$ cat config.mk
export PLATFORM = sky130hd
export DESIGN_NAME = forest_fire_automaton_step_core
export DESIGN_NICKNAME = d
export VERILOG_FILES = /design/src/hdl/ffa_pkg.sv /design/src/hdl/forest_fire_automaton_step_core.sv /design/src/hdl/ffa_front.sv /design/src/hdl/ffa_queue.sv /design/src/hdl/ffa_back.sv
export VERILOG_INCLUDE_DIRS = /design/src /design/src/hdl
export SDC_FILE = /design/constraint.sdc
export NUM_CORES = 1
export LEC_CHECK = 0
export BUFFER_PORTS_ARGS = -buffer_cell sky130_fd_sc_hd__buf_4
export CORE_MARGIN = 1
export CORE_UTILIZATION = 61
export CTS_CLUSTER_SIZE = 8
export DETAILED_ROUTE_END_ITERATION = 8
export MAX_ROUTING_LAYER = met4
export PLACE_DENSITY_LB_ADDON = 0.1
export RECOVER_POWER = 100
export SLEW_MARGIN = 20
export SYNTH_ARGS = -nofsm -noshare
export SYNTH_HDL_FRONTEND = slang
export SYNTH_SLANG_ARGS = --single-unit
$ cat constraint.sdc
create_clock -name i_clk -period 9.6 [get_ports i_clk]
set_input_delay 0.48 -clock i_clk [delete_from_list [all_inputs] [get_ports i_clk]]
set_output_delay 0.48 -clock i_clk [all_outputs]
set_load 0.01 [all_outputs]
$ cat src/hdl/forest_fire_automaton_step_core_macros.svh
// Assertion macros shared by the forest-fire step core.
`ifndef FOREST_FIRE_AUTOMATON_STEP_CORE_MACROS_SVH
`define FOREST_FIRE_AUTOMATON_STEP_CORE_MACROS_SVH

// Same-cycle implication, checked out of reset.
`define FFA_ASSERT_NOW(label, clk, rst_n, ante, cons, msg) \
    label: assert property (@(posedge clk) disable iff (!rst_n) (ante) |-> (cons)) \
        else $error(msg);

// Next-cycle implication, checked out of reset.
`define FFA_ASSERT_NEXT(label, clk, rst_n, ante, cons, msg) \
    label: assert property (@(posedge clk) disable iff (!rst_n) (ante) |=> (cons)) \
        else $error(msg);

`endif

$ cat src/hdl/ffa_pkg.sv
// Types, constants and the cell update function of the forest-fire step core.
`default_nettype none

package ffa_pkg;

    localparam int CELL_W      = 9;
    localparam int ROLL_W      = 14;
    localparam int COLUMN_W    = 3 * CELL_W;
    localparam int ROLLS_W     = 2 * ROLL_W;
    localparam int S_TDATA_W   = 56;
    localparam int M_TDATA_W   = 16;
    localparam int QUEUE_DEPTH = 4;

    localparam logic [CELL_W-1:0] CODE_EMPTY     = 9'd0;
    localparam logic [CELL_W-1:0] CODE_TREE      = 9'd1;
    localparam logic [CELL_W-1:0] CODE_FULL_HEAT = 9'd256;

    // Heat decay: floor(heat * 5 / 6) == (heat * 3415) >> 12 for heat <= 255.
    localparam logic [11:0] DECAY_MUL   = 12'd3415;
    localparam int          DECAY_SHIFT = 12;

    localparam logic [ROLL_W-1:0] GROW_THR_RESET   = 14'd7;
    localparam logic [ROLL_W-1:0] IGNITE_THR_RESET = 14'd1;

    // Configuration register indexes.
    typedef enum logic [0:0] {
        CFG_GROW_THRESHOLD   = 1'b0,
        CFG_IGNITE_THRESHOLD = 1'b1
    } t_cfg_index;

    typedef logic [COLUMN_W-1:0] t_column;   // top (low), mid, bottom (high)
    typedef logic [ROLLS_W-1:0]  t_rolls;    // grow roll (low), ignite roll (high)

    typedef struct packed {
        logic [ROLL_W-1:0] grow_thr;
        logic [ROLL_W-1:0] ignite_thr;
    } t_cfg;

    // Work handed from the front to the back for one accepted beat.
    typedef struct packed {
        t_column left_a;    // window of the pending centre cell
        t_column centre_a;
        t_rolls  rolls_a;
        t_column col;       // incoming column: right of A, centre of B
        t_rolls  rolls_b;
        logic    emit_a;    // pending centre cell gets its result
        logic    emit_b;    // incoming column closes the row
    } t_job;

    function automatic logic [CELL_W-1:0] cell_of(input t_column c, input int row);
        return c[row*CELL_W +: CELL_W];
    endfunction

    // Any code at or above full heat counts as a full-heat neighbor.
    function automatic logic column_hot(input t_column c);
        return c[CELL_W-1] | c[2*CELL_W-1] | c[3*CELL_W-1];
    endfunction

    function automatic logic [CELL_W-1:0] next_cell(
        input t_column left,
        input t_column centre,
        input t_column right,
        input t_rolls  rolls,
        input t_cfg    cfg
    );
        logic [CELL_W-1:0] c;
        logic [7:0]        heat;
        logic [19:0]       prod;
        logic [7:0]        cooled;
        logic              hot;
        logic [CELL_W-1:0] res;
        c      = cell_of(centre, 1);
        heat   = c[CELL_W-1] ? 8'd255 : 8'(c - 9'd1);
        prod   = 20'(heat) * 20'(DECAY_MUL);
        cooled = prod[DECAY_SHIFT +: 8];
        // Top and bottom cells of the centre column are the top bits of their slots.
        hot    = column_hot(left) | column_hot(right)
               | centre[CELL_W-1] | centre[3*CELL_W-1];
        if (c == CODE_EMPTY) begin
            res = (rolls[ROLL_W-1:0] < cfg.grow_thr) ? CODE_TREE : CODE_EMPTY;
        end else if (c == CODE_TREE) begin
            res = (hot || (rolls[ROLLS_W-1:ROLL_W] < cfg.ignite_thr))
                ? CODE_FULL_HEAT : CODE_TREE;
        end else begin
            res = (cooled == 8'd0) ? CODE_EMPTY : (CELL_W'(cooled) + 9'd1);
        end
        return res;
    endfunction

endpackage

`default_nettype wire

$ cat src/hdl/forest_fire_automaton_step_core.sv
// Top level of the forest-fire step core: config registers, front, queue, back.
//
// One generation of a forest-fire automaton, streamed one grid column per beat.
// Slave channel: each beat carries the old top, middle and bottom cells of one
// column plus the grow and ignite rolls of the middle cell; tuser marks the
// first column of a row and tlast the last one. Master channel: one beat per
// new middle cell, tlast set on the last cell of a row.
// A column beat after a row's first yields the new cell of the previous column; the last
// column of a row yields that cell and its own, so a row of N columns gives N beats.
// A result passes through the job queue and then the back end's result register once the
// beat that completes its window is taken. Throughput: one column per cycle while the
// queue is not full; a row-end job gives the back end two results in turn, absorbed by the job queue.
// The back end's single result register, one result per cycle unless the receiver stalls, sets the rate.
// When the receiver stalls, results hold in the output register and jobs fill
// the queue; tready drops once the queue is full.
// Reset (synchronous, active low) clears the window, queue and output valid,
// and sets the thresholds to grow 7 and ignite 1.
// The user writes thresholds through the config port only while the core is idle; the core does not enforce this.
`default_nettype none
`include "forest_fire_automaton_step_core_macros.svh"

module forest_fire_automaton_step_core #(
    parameter int QUEUE_DEPTH = ffa_pkg::QUEUE_DEPTH
) (
    input  wire logic                          i_clk,
    input  wire logic                          i_rst_n,
    // Configuration write port.
    input  wire logic                          i_cfg_wen,
    input  wire logic [0:0]                    i_cfg_addr,
    input  wire logic [ffa_pkg::ROLL_W-1:0]    i_cfg_wdata,
    // Column stream in.
    input  wire logic                          s_axis_tvalid,
    output      logic                          s_axis_tready,
    // tdata: top_cell[8:0], mid_cell[17:9], bottom_cell[26:18],
    //        grow_roll[40:27], ignite_roll[54:41], zero[55]
    input  wire logic [ffa_pkg::S_TDATA_W-1:0] s_axis_tdata,
    // tuser: first_column[0]
    input  wire logic                          s_axis_tuser,
    input  wire logic                          s_axis_tlast,
    // Cell stream out.
    output      logic                          m_axis_tvalid,
    input  wire logic                          m_axis_tready,
    // tdata: new_cell[8:0], zero[15:9]
    output      logic [ffa_pkg::M_TDATA_W-1:0] m_axis_tdata,
    output      logic                          m_axis_tlast
);

    ffa_pkg::t_cfg              r_cfg;
    ffa_pkg::t_job              push_job;
    ffa_pkg::t_job              head_job;
    logic                       push;
    logic                       pop;
    logic                       q_full;
    logic                       q_valid;
    logic [ffa_pkg::CELL_W-1:0] new_cell;

    // Configuration registers.
    always_ff @(posedge i_clk) begin
        if (!i_rst_n) begin
            r_cfg.grow_thr   <= ffa_pkg::GROW_THR_RESET;
            r_cfg.ignite_thr <= ffa_pkg::IGNITE_THR_RESET;
        end else if (i_cfg_wen) begin
            unique case (ffa_pkg::t_cfg_index'(i_cfg_addr))
                ffa_pkg::CFG_GROW_THRESHOLD:   r_cfg.grow_thr   <= i_cfg_wdata;
                ffa_pkg::CFG_IGNITE_THRESHOLD: r_cfg.ignite_thr <= i_cfg_wdata;
            endcase
        end
    end

    ffa_front u_front (
        .i_clk        (i_clk),
        .i_rst_n      (i_rst_n),
        .i_valid      (s_axis_tvalid),
        .o_ready      (s_axis_tready),
        .i_data       (s_axis_tdata),
        .i_first      (s_axis_tuser),
        .i_last       (s_axis_tlast),
        .i_queue_full (q_full),
        .o_push       (push),
        .o_job        (push_job)
    );

    ffa_queue #(
        .DEPTH (QUEUE_DEPTH)
    ) u_queue (
        .i_clk   (i_clk),
        .i_rst_n (i_rst_n),
        .i_push  (push),
        .i_job   (push_job),
        .i_pop   (pop),
        .o_full  (q_full),
        .o_valid (q_valid),
        .o_job   (head_job)
    );

    ffa_back u_back (
        .i_clk       (i_clk),
        .i_rst_n     (i_rst_n),
        .i_cfg       (r_cfg),
        .i_job_valid (q_valid),
        .i_job       (head_job),
        .o_pop       (pop),
        .o_valid     (m_axis_tvalid),
        .i_ready     (m_axis_tready),
        .o_cell      (new_cell),
        .o_row_end   (m_axis_tlast)
    );

    assign m_axis_tdata = {(ffa_pkg::M_TDATA_W - ffa_pkg::CELL_W)'(0), new_cell};

    // A row-end beat always leaves work queued for the back end.
    `FFA_ASSERT_NEXT(a_last_queued, i_clk, i_rst_n, s_axis_tvalid && s_axis_tready && s_axis_tlast, q_valid, "row-end beat left no queued job")
    // Backpressure on the input only when the queue holds work.
    `FFA_ASSERT_NOW(a_stall_has_work, i_clk, i_rst_n, !s_axis_tready, q_valid, "input stalled with an empty queue")
    // Every emitted code is a legal cell code.
    `FFA_ASSERT_NOW(a_code_range, i_clk, i_rst_n, m_axis_tvalid, m_axis_tdata <= ffa_pkg::M_TDATA_W'(ffa_pkg::CODE_FULL_HEAT), "new cell code above full heat")

endmodule

`default_nettype wire

$ cat src/hdl/ffa_front.sv
// Front part: accepts column beats, keeps the window and classifies the work.
`default_nettype none

module ffa_front (
    input  wire logic                        i_clk,
    input  wire logic                        i_rst_n,
    input  wire logic                        i_valid,
    output      logic                        o_ready,
    input  wire logic [ffa_pkg::S_TDATA_W-1:0] i_data,
    input  wire logic                        i_first,
    input  wire logic                        i_last,
    input  wire logic                        i_queue_full,
    output      logic                        o_push,
    output      ffa_pkg::t_job               o_job
);

    logic             r_held;
    ffa_pkg::t_column r_left;
    ffa_pkg::t_column r_centre;
    ffa_pkg::t_rolls  r_rolls;

    logic             accept;
    logic             take_mid;
    ffa_pkg::t_column col;
    ffa_pkg::t_rolls  rolls;

    assign o_ready  = !i_queue_full;
    assign accept   = i_valid && o_ready;
    assign col      = i_data[ffa_pkg::COLUMN_W-1:0];
    assign rolls    = i_data[ffa_pkg::COLUMN_W +: ffa_pkg::ROLLS_W];
    // A pending centre resolves unless the beat starts a new row.
    assign take_mid = r_held && !i_first;

    // Classify the beat into zero, one or two results.
    always_comb begin
        o_job.left_a   = r_left;
        o_job.centre_a = r_centre;
        o_job.rolls_a  = r_rolls;
        o_job.col      = col;
        o_job.rolls_b  = rolls;
        o_job.emit_a   = take_mid;
        o_job.emit_b   = i_last;
        o_push         = accept && (take_mid || i_last);
    end

    // Window state.
    always_ff @(posedge i_clk) begin
        if (!i_rst_n) begin
            r_held <= 1'b0;
        end else if (accept) begin
            r_held <= !i_last;
        end
    end

    always_ff @(posedge i_clk) begin
        if (accept) begin
            r_left   <= take_mid ? r_centre : '0;
            r_centre <= col;
            r_rolls  <= rolls;
        end
    end

endmodule

`default_nettype wire

$ cat src/hdl/ffa_queue.sv
// Short job queue between the front and the back.
`default_nettype none

module ffa_queue #(
    parameter int DEPTH = ffa_pkg::QUEUE_DEPTH
) (
    input  wire logic          i_clk,
    input  wire logic          i_rst_n,
    input  wire logic          i_push,
    input  wire ffa_pkg::t_job i_job,
    input  wire logic          i_pop,
    output      logic          o_full,
    output      logic          o_valid,
    output      ffa_pkg::t_job o_job
);

    localparam int PTR_W = $clog2(DEPTH);
    localparam int CNT_W = $clog2(DEPTH + 1);
    localparam logic [PTR_W-1:0] LAST_PTR = PTR_W'(DEPTH - 1);

    ffa_pkg::t_job    r_mem [DEPTH];
    logic [PTR_W-1:0] r_wr_ptr;
    logic [PTR_W-1:0] r_rd_ptr;
    logic [CNT_W-1:0] r_count;
    logic [PTR_W-1:0] n_wr_ptr;
    logic [PTR_W-1:0] n_rd_ptr;
    logic [CNT_W-1:0] n_count;

    assign o_full  = (r_count == CNT_W'(DEPTH));
    assign o_valid = (r_count != '0);
    assign o_job   = r_mem[r_rd_ptr];

    // Pointer and fill count update.
    always_comb begin
        n_wr_ptr = r_wr_ptr;
        n_rd_ptr = r_rd_ptr;
        n_count  = r_count;
        if (i_push) begin
            n_wr_ptr = (r_wr_ptr == LAST_PTR) ? '0 : r_wr_ptr + 1'b1;
        end
        if (i_pop) begin
            n_rd_ptr = (r_rd_ptr == LAST_PTR) ? '0 : r_rd_ptr + 1'b1;
        end
        unique case ({i_push, i_pop})
            2'b10:   n_count = r_count + 1'b1;
            2'b01:   n_count = r_count - 1'b1;
            default: n_count = r_count;
        endcase
    end

    always_ff @(posedge i_clk) begin
        if (!i_rst_n) begin
            r_wr_ptr <= '0;
            r_rd_ptr <= '0;
            r_count  <= '0;
        end else begin
            r_wr_ptr <= n_wr_ptr;
            r_rd_ptr <= n_rd_ptr;
            r_count  <= n_count;
        end
    end

    // Entry storage.
    always_ff @(posedge i_clk) begin
        if (i_push) begin
            r_mem[r_wr_ptr] <= i_job;
        end
    end

endmodule

`default_nettype wire

$ cat src/hdl/ffa_back.sv
// Back part: evaluates queued jobs and drives the result register.
`default_nettype none

module ffa_back (
    input  wire logic          i_clk,
    input  wire logic          i_rst_n,
    input  wire ffa_pkg::t_cfg i_cfg,
    input  wire logic          i_job_valid,
    input  wire ffa_pkg::t_job i_job,
    output      logic          o_pop,
    output      logic          o_valid,
    input  wire logic          i_ready,
    output      logic [ffa_pkg::CELL_W-1:0] o_cell,
    output      logic          o_row_end
);

    logic                       r_second;
    logic                       r_valid;
    logic [ffa_pkg::CELL_W-1:0] r_cell;
    logic                       r_row_end;

    logic                       load;
    logic                       do_a;
    logic                       final_beat;
    ffa_pkg::t_column           left;
    ffa_pkg::t_column           centre;
    ffa_pkg::t_column           right;
    ffa_pkg::t_rolls            rolls;
    logic [ffa_pkg::CELL_W-1:0] new_cell;

    // Pick the pending-centre result first, then the row-end result.
    always_comb begin
        do_a = i_job.emit_a && !r_second;
        if (do_a) begin
            left       = i_job.left_a;
            centre     = i_job.centre_a;
            right      = i_job.col;
            rolls      = i_job.rolls_a;
            final_beat = !i_job.emit_b;
        end else begin
            left       = i_job.emit_a ? i_job.centre_a : '0;
            centre     = i_job.col;
            right      = '0;
            rolls      = i_job.rolls_b;
            final_beat = 1'b1;
        end
        new_cell = ffa_pkg::next_cell(left, centre, right, rolls, i_cfg);
    end

    assign load  = i_job_valid && (!r_valid || i_ready);
    assign o_pop = load && final_beat;

    // Control: phase within a job and output valid.
    always_ff @(posedge i_clk) begin
        if (!i_rst_n) begin
            r_second <= 1'b0;
            r_valid  <= 1'b0;
        end else begin
            if (load) begin
                r_second <= !final_beat;
            end
            if (load) begin
                r_valid <= 1'b1;
            end else if (i_ready) begin
                r_valid <= 1'b0;
            end
        end
    end

    // Result payload.
    always_ff @(posedge i_clk) begin
        if (load) begin
            r_cell    <= new_cell;
            r_row_end <= !do_a;
        end
    end

    assign o_valid   = r_valid;
    assign o_cell    = r_cell;
    assign o_row_end = r_row_end;

endmodule

`default_nettype wire
* Word level (Yosys, flattened, before mapping) *
Memories as Yosys holds them, arrays and structs flattened. A register that Yosys moved wholly into a read port is not among the register bits.
Index checks and enable logic that the tools add are counted.

word-level totals
  memory bits (writable) = 556
  register bits after elaboration = 130
  memories = 1
  input port bits = 78
  logic and storage cells = 82
  output and inout port bits = 19

memory list
  memory         words  bits a word  rd ports  clocked after Yosys merged registers in  wr ports  line             source
  u_queue.r_mem  4      139          1         1                                        1         ffa_queue.sv:21  ffa_pkg::t_job r_mem [DEPTH];

operators by class
  add/sub/neg operators = 6
  $mul = 1
  $lt $le $gt $ge = 2
  equality and inequality tests = 6
  mux-type cells = 21
  reduce and logical (&&, ||, !) cells = 24
  bitwise logic cells = 8

operators by type and width
  operator               count
  $mux 27                4
  $mux 9                 4
  $lt 14x14->1           2
  $mux 28                1
  $mul 8x12->20 const B  1
  $add 8x1->9 const B    1
  $eq 9x1->1 const B     1
  $logic_not 9->1        1
  $logic_not 1->1        8
  $logic_not 8->1        1
  $mux 2                 4
  $mux 8                 1
  $sub 8x1->8 const B    1
  $or 1x1->1             7
  $eq 2x2->1 const B     3
  $logic_and 1x1->1      6
  $mux 1                 6
  $pmux 3 s2             1
  $add 2x1->2 const B    2
  $reduce_and 2->1       2
  $reduce_bool 2->1      2
  $add 3x1->3 const B    1
  $eq 3x3->1 const B     1
  $logic_or 1x1->1       3
  other kinds (4)        4

* Longest topological paths before layout *
Gate-level depths: netlist (run 1).

  depth after elaboration = 12
  gate-level depth with buffers = 30
  mapped depth without buffers = 28

* By module *
From an unflattened synthesis (run 1), not the netlist that was laid out.

second synthesis, totals
  cell total of the unflattened synthesis = 1592
  area, all modules = 28890.2 um^2

modules (own cells, without submodules)
  module                           times used  area each (um^2)  sequential area each (um^2)  cells each
  ffa_queue                        1           20535.9           16876.2                      773
  ffa_back                         1           4026.4            340.3                        521
  ffa_front                        1           3155.5            2482.4                       176
  forest_fire_automaton_step_core  1           1172.4            560.5                        122

* Worst setup path after synthesis (run 1) *
Ideal clock, no wire load.

  kind = reg-to-reg
  from = register with a tool-made name
  to = register u_back.r_cell, in the netlist u_back.o_cell[0] (data pin)
  period minus slack after synthesis = 7.153 ns
  cell stages (with the launch flop) = 29
  path slack = 2.447 ns
  buffers on the path = 2
  library setup time = 0.275 ns
  data required time = 9.325 ns
  data arrival time = 6.878 ns
  cell sequence = dfxtp_1 > buf_6 > mux2_4 > a2bb2oi_2 > buf_6 > mux4_2 > mux2i_4 > ha_1 > nand2_1 > nor3_1 > xnor2_1 > and2_1 > fa_1 > inv_1 > fa_1 > fa_1 > inv_1 > fa_1 > ha_1 > a21oi_1 > nand2_1 > a2111oi_0 > a2111oi_4 > inv_1 > ha_1 > nor2b_1 > nand4_1 > o32ai_4 > o22ai_1

RTL lines
  element               line            source
  end signal, assigned  ffa_back.sv:73  r_cell <= new_cell;
  end, declared         ffa_back.sv:19  logic [ffa_pkg::CELL_W-1:0] r_cell;

==> results of run 1 <==
==> cell type report <==
type / instances / area [sq um] / share of cell area [%]
inverters: 98 / 367.9 / 1.738
clock inverters: 2 / 50.05 / 0.2365
flip-flops and latches: 424 / 12340 / 58.29
clock buffers: 107 / 1635 / 7.727
multi-input cells: 617 / 5881 / 27.79
well taps: 390 / 488.0 / 2.306
repair buffers: 83 / 402.9 / 1.904
diodes: 1 / 2.502 / 0.01182
==> routing by layer <==
layer / share of wire, % / up-vias
li1: - / 4682
met2: 47 / 284
met4: 2.3 / 0
met5: 0 / -
met3: 5.9 / 65
met1: 44 / 4979
==> cells by family (layout without fill, tap and decap cells) <==
logic type / Yosys count / count (layout) / synth area share [%]
XOR/XNOR: 19 / 19 / 0.8857
AND/OR/NAND/NOR: 221 / 221 / 5.734
adder cells (fa/ha/maj): 112 / 112 / 8.538
other: 1 / 8 / 0.01996
flip-flops: 424 / 424 / 65.64
multiplexers: 103 / 103 / 9.976
AO/OA/AOI/OAI: 155 / 155 / 5.960
buffers and inverters: 145 / 290 / 3.250
==> path summary, 6_finish.rpt <==
path                                     start                to  slack, ns  cells past startpoint
worst max-delay path                      flop  u_back.o_cell[0]       1.07                     26
worst min-delay path            i_cfg_wdata[0]          r_cfg[0]       0.15                      3
worst max register to register            flop  u_back.o_cell[0]       1.07                     26
worst min register to register        r_cfg[4]          r_cfg[4]       0.46                      2
==> Yosys cell counts, drive strengths merged (10+ instances only) <==
cell	n	area [sq um]
a211oi	14	105.1
a21boi	31	232.7
a21o	19	142.6
a21oi	30	150.1
and2	16	100.1
buf	28	171.4
clkbuf	19	71.32
dfxtp	40	800.8
edfxtp	384	11530
fa	27	540.5
ha	85	1064
inv	98	367.9
mux2	31	352.8
mux4	63	1419
nand2	98	367.9
nor2	29	108.9
nor3	12	60.06
o21ai	17	85.08
xor2	10	87.58
==> worst min-delay path, stage by stage <==
cell and delay [ns]:
buf_4 0.10, nand2_1 0.04, nand3_1 0.06
==> stage by stage <==
stage | worst slack (ns) | hold WS [ns]
after floorplan | 2.447 | 0.4325
after global placement | 1.429 | 0.4504
after detailed placement | 1.400 | 0.4570
after CTS | 1.385 | 0.08306
after global routing | 0.4620 | 0.1452
final | 1.067 | 0.1487
==> flip-flops by register name (all words and copies together) (netlist names), named ones only <==
signal	cells
r_cfg	28
u_back.o_cell	9
u_back.o_row_end	1
u_back.o_valid	1
u_back.r_second	1
u_front.r_centre	11
u_front.r_held	1
u_front.r_left	3
u_front.r_rolls	28
u_queue.r_count	3
u_queue.r_mem	332
u_queue.r_rd_ptr	2
u_queue.r_wr_ptr	2
==> cells in the final DEF, fill, tap and decap left out, types with 5 or more instances in the layout <==
cell type / instances
edfxtp_1: 384
clkbuf_1: 105
inv_1: 98
nand2_1: 98
ha_1: 85
mux4_2: 63
clkbuf_16: 58
dfxtp_1: 39
a21boi_0: 31
a21oi_1: 30
mux2_2: 30
nor2_1: 29
fa_1: 27
buf_4: 23
a21o_1: 19
o21ai_0: 16
a211oi_1: 14
nor3_1: 12
and2_0: 11
xor2_1: 10
nand3_1: 9
xnor2_1: 9
nand2b_1: 8
mux2i_1: 8
nor2b_1: 8
nor4_1: 8
nand4_1: 8
conb_1: 7
o22ai_1: 6
or3_1: 6
or4_1: 5
o211ai_1: 5
==> flow_summary.json, run 1 <==
{
  "die_w_um": 177.5,
  "syn_inst": 1180,
  "worstMarginPinSlew_ns": 3.541,
  "wire_per_inst_um": 20.51,
  "hold_violations": 0,
  "drive_above_1_share_pct": 14.35,
  "core_area_sq_um": 29950,
  "critPathMostFrequentCell": "fa_1",
  "ios": 97,
  "cp_top_family": "adder cells",
  "post_cts_buffers": 0,
  "ys_seq_area_share_pct": 65.64,
  "clkSinkCount": 424,
  "n_fill_cell": 2049,
  "clkLatencyLatePin_ns": 0.58,
  "cp_slowest_cell": "dfxtp_1",
  "worstPathArrival_ns": 8.81,
  "cts_root_buffer": "clkbuf_16",
  "syn-cell-area_sq_um": 18790,
  "hold_class": "in -> reg",
  "end_kind": "flop",
  "overflow": 0,
  "crit_fanout": 20,
  "busiest_layer": "met2",
  "ctsResizeCount": 0,
  "synth_cell_type_count": 63,
  "drc": 0,
  "fin_util_pct": 70.65,
  "async_flop_share_pct": 0,
  "ys.flop_type": "edfxtp_1",
  "fin_setup_tns_ns": 0,
  "crit_type": "reg -> reg",
  "max_freq_ghz": 0.1172,
  "yosys_warnings": 0,
  "drtIter0Drc": 650,
  "placed_cell_area_sq_um": 19710,
  "fin_nets": 1472,
  "rsz0062_at_grt": "no",
  "die_h_um": 177.5,
  "cts_buffers": 58,
  "first_pass_iters": 5,
  "place_congestion": 0.8019,
  "num_rows": 63,
  "grt_use_met3_pct": 4.199,
  "avgSynthCellArea_sq_um": 15.92,
  "via_count": 10010,
  "worstPathRequired_ns": 9.88,
  "cts.path.max_buffers": 3,
  "grt_pass1_vias": 10320,
  "status": "finished with violations",
  "grt_use_met2_pct": 37.43,
  "period_needed_ns": 8.533,
  "cpPeakStageDelay_ns": 0.90,
  "cts_tree": "yes",
  "min_period_over_period_pct": 88.88,
  "placed_cells": 1612,
  "start_util_pct": 62.72,
  "final_cell_area_sq_um": 21160,
  "antenna_found_initial": 1,
  "vias_per_cell": 5.813,
  "slew_headroom_pct": -136.0,
  "failed_checks": "capacitance limit, slew limit",
  "h-tree-depth": 2,
  "finalWirelength_mm": 35.32,
  "track_usage_pct": 24.13,
  "die-area_sq_um": 31510,
  "grt_util_met1_pct": 32.93,
  "ys_ff_latch": 424,
  "ant_nets": 0,
  "grt_max_degree": 62,
  "cap_violations": 10,
  "startpoint_type": "flop",
  "syn_to_final_growth_pct": 12.64,
  "numPortBuffers": 72,
  "fin_cells": 1722,
  "clk_pin_slew_worst_paths_ns": 0.05,
  "setup_viol": 0,
  "synth_edf_count": 384,
  "skew_ns": 0.04077,
  "critPathBufInv": 3,
  "dp_hpwl_mm": 22.10,
  "grt_pass1_wl_mm": 55.51,
  "postCtsHoldBufs": 0,
  "maxSlewViolCount": 384
}
Power of run 1 is left out: the tool's default activity adds up to more than one toggle a clock period on the data nets, which glitch-free logic cannot reach.
==> run 2, diff against run 1 <==
--- a/config.mk
+++ b/config.mk
@@ -6,6 +6,7 @@
 export SDC_FILE = /design/constraint.sdc
 export NUM_CORES = 1
 export LEC_CHECK = 0
+export ABC_AREA = 1
 export BUFFER_PORTS_ARGS = -buffer_cell sky130_fd_sc_hd__buf_4
 export CORE_MARGIN = 1
 export CORE_UTILIZATION = 61
==> constraint.sdc (replaced) <==
create_clock -name i_clk -period 9.6 [get_ports i_clk]
set_input_delay 0.48 -clock i_clk [delete_from_list [all_inputs] [get_ports i_clk]]
set_output_delay 0.48 -clock i_clk [all_outputs]
set_load 0.02 [all_outputs]
==> run 2 against run 1 <==
Compared with the run above: the flow still finishes with violations (capacitance limit, slew limit); via count increased by 19%; worst setup slack improved by 0.20 ns; synthesized area up 1.6%; count of clock-buffer cells in the layout down 12; maximum frequency increased by 2.4%; routed wire length rose by 8.3%; die area rose by 1.6%; largest cell class unchanged.
==> flow_summary.json, run 2 <==
{
  "final_common_cell": "edfxtp_1",
  "maxSlewViolCount": 376,
  "cp_top_family": "adder cells",
  "grt_pass1_vias": 11546,
  "synth_area_leader_cell": "edfxtp_1",
  "critPathMostFrequentCell": "inv_1",
  "setup_viol": 0,
  "drc": 0,
  "grt_util_met1_pct": 34.17,
  "synth.area.top_cells": "edfxtp_1 60%, ha_1 5.6%, nand2_1 5.1%",
  "via_count": 11899,
  "grt_max_degree": 82,
  "dp_hpwl_mm": 22.83,
  "ios": 97,
  "grt_use_met2_pct": 40.65,
  "track_usage_pct": 25.33,
  "fin_setup_tns_ns": 0,
  "cpPeakStageDelay_ns": 0.82,
  "postCtsHoldBufs": 0,
  "async_flop_share_pct": 0,
  "max_freq_ghz": 0.1200,
  "start_util_pct": 62.23,
  "place_congestion": 0.8324,
  "synth_commonest_cells": "384 x edfxtp_1, 260 x nand2_1, 168 x a21oi_1",
  "end_kind": "flop",
  "grt_use_met3_pct": 3.965,
  "busiest_layer": "met2",
  "ys_ff_latch": 424,
  "hp-start": "i_cfg_wdata[2]",
  "worstPathRequired_ns": 9.98,
  "ys_seq_area_share_pct": 64.62,
  "cp_slowest_cell": "dfxtp_4",
  "top_register": "u_queue.r_mem",
  "status": "finished with violations",
  "num_rows": 64,
  "slew_headroom_pct": -123.2,
  "top_regs": "u_queue.r_mem x332, r_cfg x28, u_front.r_rolls x28",
  "syn-cell-area_sq_um": 19080,
  "first_pass_iters": 5,
  "fin_nets": 1867,
  "die-area_sq_um": 32000,
  "r2r-end": "u_back.o_cell[2]",
  "grt_pass1_wl_mm": 59.93,
  "ys.flop_type": "edfxtp_1",
  "skew_ns": 0.02975,
  "clkLatencyLatePin_ns": 0.57,
  "wire_per_inst_um": 18.10,
  "fin_util_pct": 69.45,
  "h-tree-depth": 2,
  "crit_type": "reg -> reg",
  "yosys_warnings": 0,
  "ant_nets": 0,
  "core_area_sq_um": 30670,
  "worstPathArrival_ns": 8.72,
  "drive_above_1_share_pct": 7.284,
  "die_w_um": 178.9,
  "worst-path-stages": 35,
  "n_fill_cell": 2244,
  "cts_buffers": 59,
  "worstRegToRegCells": 35,
  "vias_per_cell": 5.629,
  "synth_edf_count": 384,
  "synth_cell_type_count": 48,
  "avgSynthCellArea_sq_um": 11.94,
  "worstMarginPinSlew_ns": 3.348,
  "clkSinkCount": 424,
  "ff2ff_setup_slack_ns": 1.26,
  "finalWirelength_mm": 38.26,
  "hold_class": "in -> reg",
  "period_needed_ns": 8.337,
  "startpoint_type": "flop",
  "ctsResizeCount": 0,
  "overflow": 0,
  "cts_tree": "yes",
  "cts.path.max_buffers": 3,
  "synthMostInstantiatedCell": "edfxtp_1",
  "yosysTopAreaCellShare_pct": 60.42,
  "rsz0062_at_grt": "no",
  "cp-endpoint": "u_back.o_cell[2]",
  "numPortBuffers": 72,
  "die_h_um": 178.9,
  "worstHoldPathCells": 3,
  "largest_reg_flops": 332,
  "min_period_over_period_pct": 86.84,
  "antenna_found_initial": 2,
  "clk_pin_slew_worst_paths_ns": 0.05,
  "critPathBufInv": 10,
  "syn_inst": 1599,
  "syn_to_final_growth_pct": 11.60,
  "failed_checks": "capacitance limit, slew limit",
  "layout_common_cells": "384 x edfxtp_1, 260 x nand2_1, 168 x a21oi_1",
  "cts_root_buffer": "clkbuf_16",
  "drtIter0Drc": 912,
  "hold_violations": 0,
  "post_cts_buffers": 0,
  "crit_fanout": 64,
  "cap_violations": 8
}
[run 2: cells by family after synthesis]
logic type	synth area share [%]
mux	0.1770
compound gates	10.38
fa+ha+maj	8.405
xor+xnor	0.2295
simple gates	10.69
buf+inv	5.481
flops	64.62
other cells	0.01965
[run 2: worst min-delay path, delay by kind of cell]
family | cells | cell delay, ns
AND/OR/NAND/NOR | 1 | 0.05
buffers and inverters | 1 | 0.08
AO/OA/AOI/OAI | 1 | 0.07
[run 2: final cells by class]
cell class                      count  area, sq um  area share, %
Clock inverter                      5        82.58         0.3877
Multi-Input combinational cell    936         5698          26.75
Inverter                          170        640.6          3.008
Timing Repair Buffer               86        429.2          2.015
Tap cell                          396        495.5          2.326
Sequential cell                   424        12340          57.92
Clock buffer                       95         1612          7.566
Antenna cell                        2        5.005        0.02350
[run 2: routing by layer]
| metal | up-vias | share of wire [%] | routed length (um) |
|---|---|---|---|
| li1 | 5792 | - | - |
| met1 | 5708 | 44 | 16970 |
| met2 | 356 | 48 | 18210 |
| met3 | 43 | 6.6 | 2522 |
| met4 | 0 | 1.5 | 562 |
| met5 | - | 0 | 0 |
[run 2: how the worst min path moves through the flow]
stage	endpoint	slack [ns]
5_1_grt	r_cfg[16]	0.13
3_3_place_gp	u_queue.r_count[0]	0.44
2_1_floorplan	u_queue.r_count[0]	0.42
4_1_cts	u_queue.r_mem[0][12]	0.09
3_5_place_dp	u_queue.r_count[0]	0.45
6_report	r_cfg[16]	0.14
[run 2: metrics by stage]
step | area, sq um | setup slack [ns] | hold WS, ns | cells
final | 21300 | 1.263 | 0.1412 | 2114
after global routing | 21300 | 0.4652 | 0.1336 | 2114
after CTS | 21570 | 1.417 | 0.09265 | 2112
after detailed placement | 19880 | 1.444 | 0.4455 | 2012
after global placement | 19880 | 1.646 | 0.4398 | 2012
after floorplan | 19110 | 3.519 | 0.4224 | 1605
Power of run 2 is left out for the same reason.
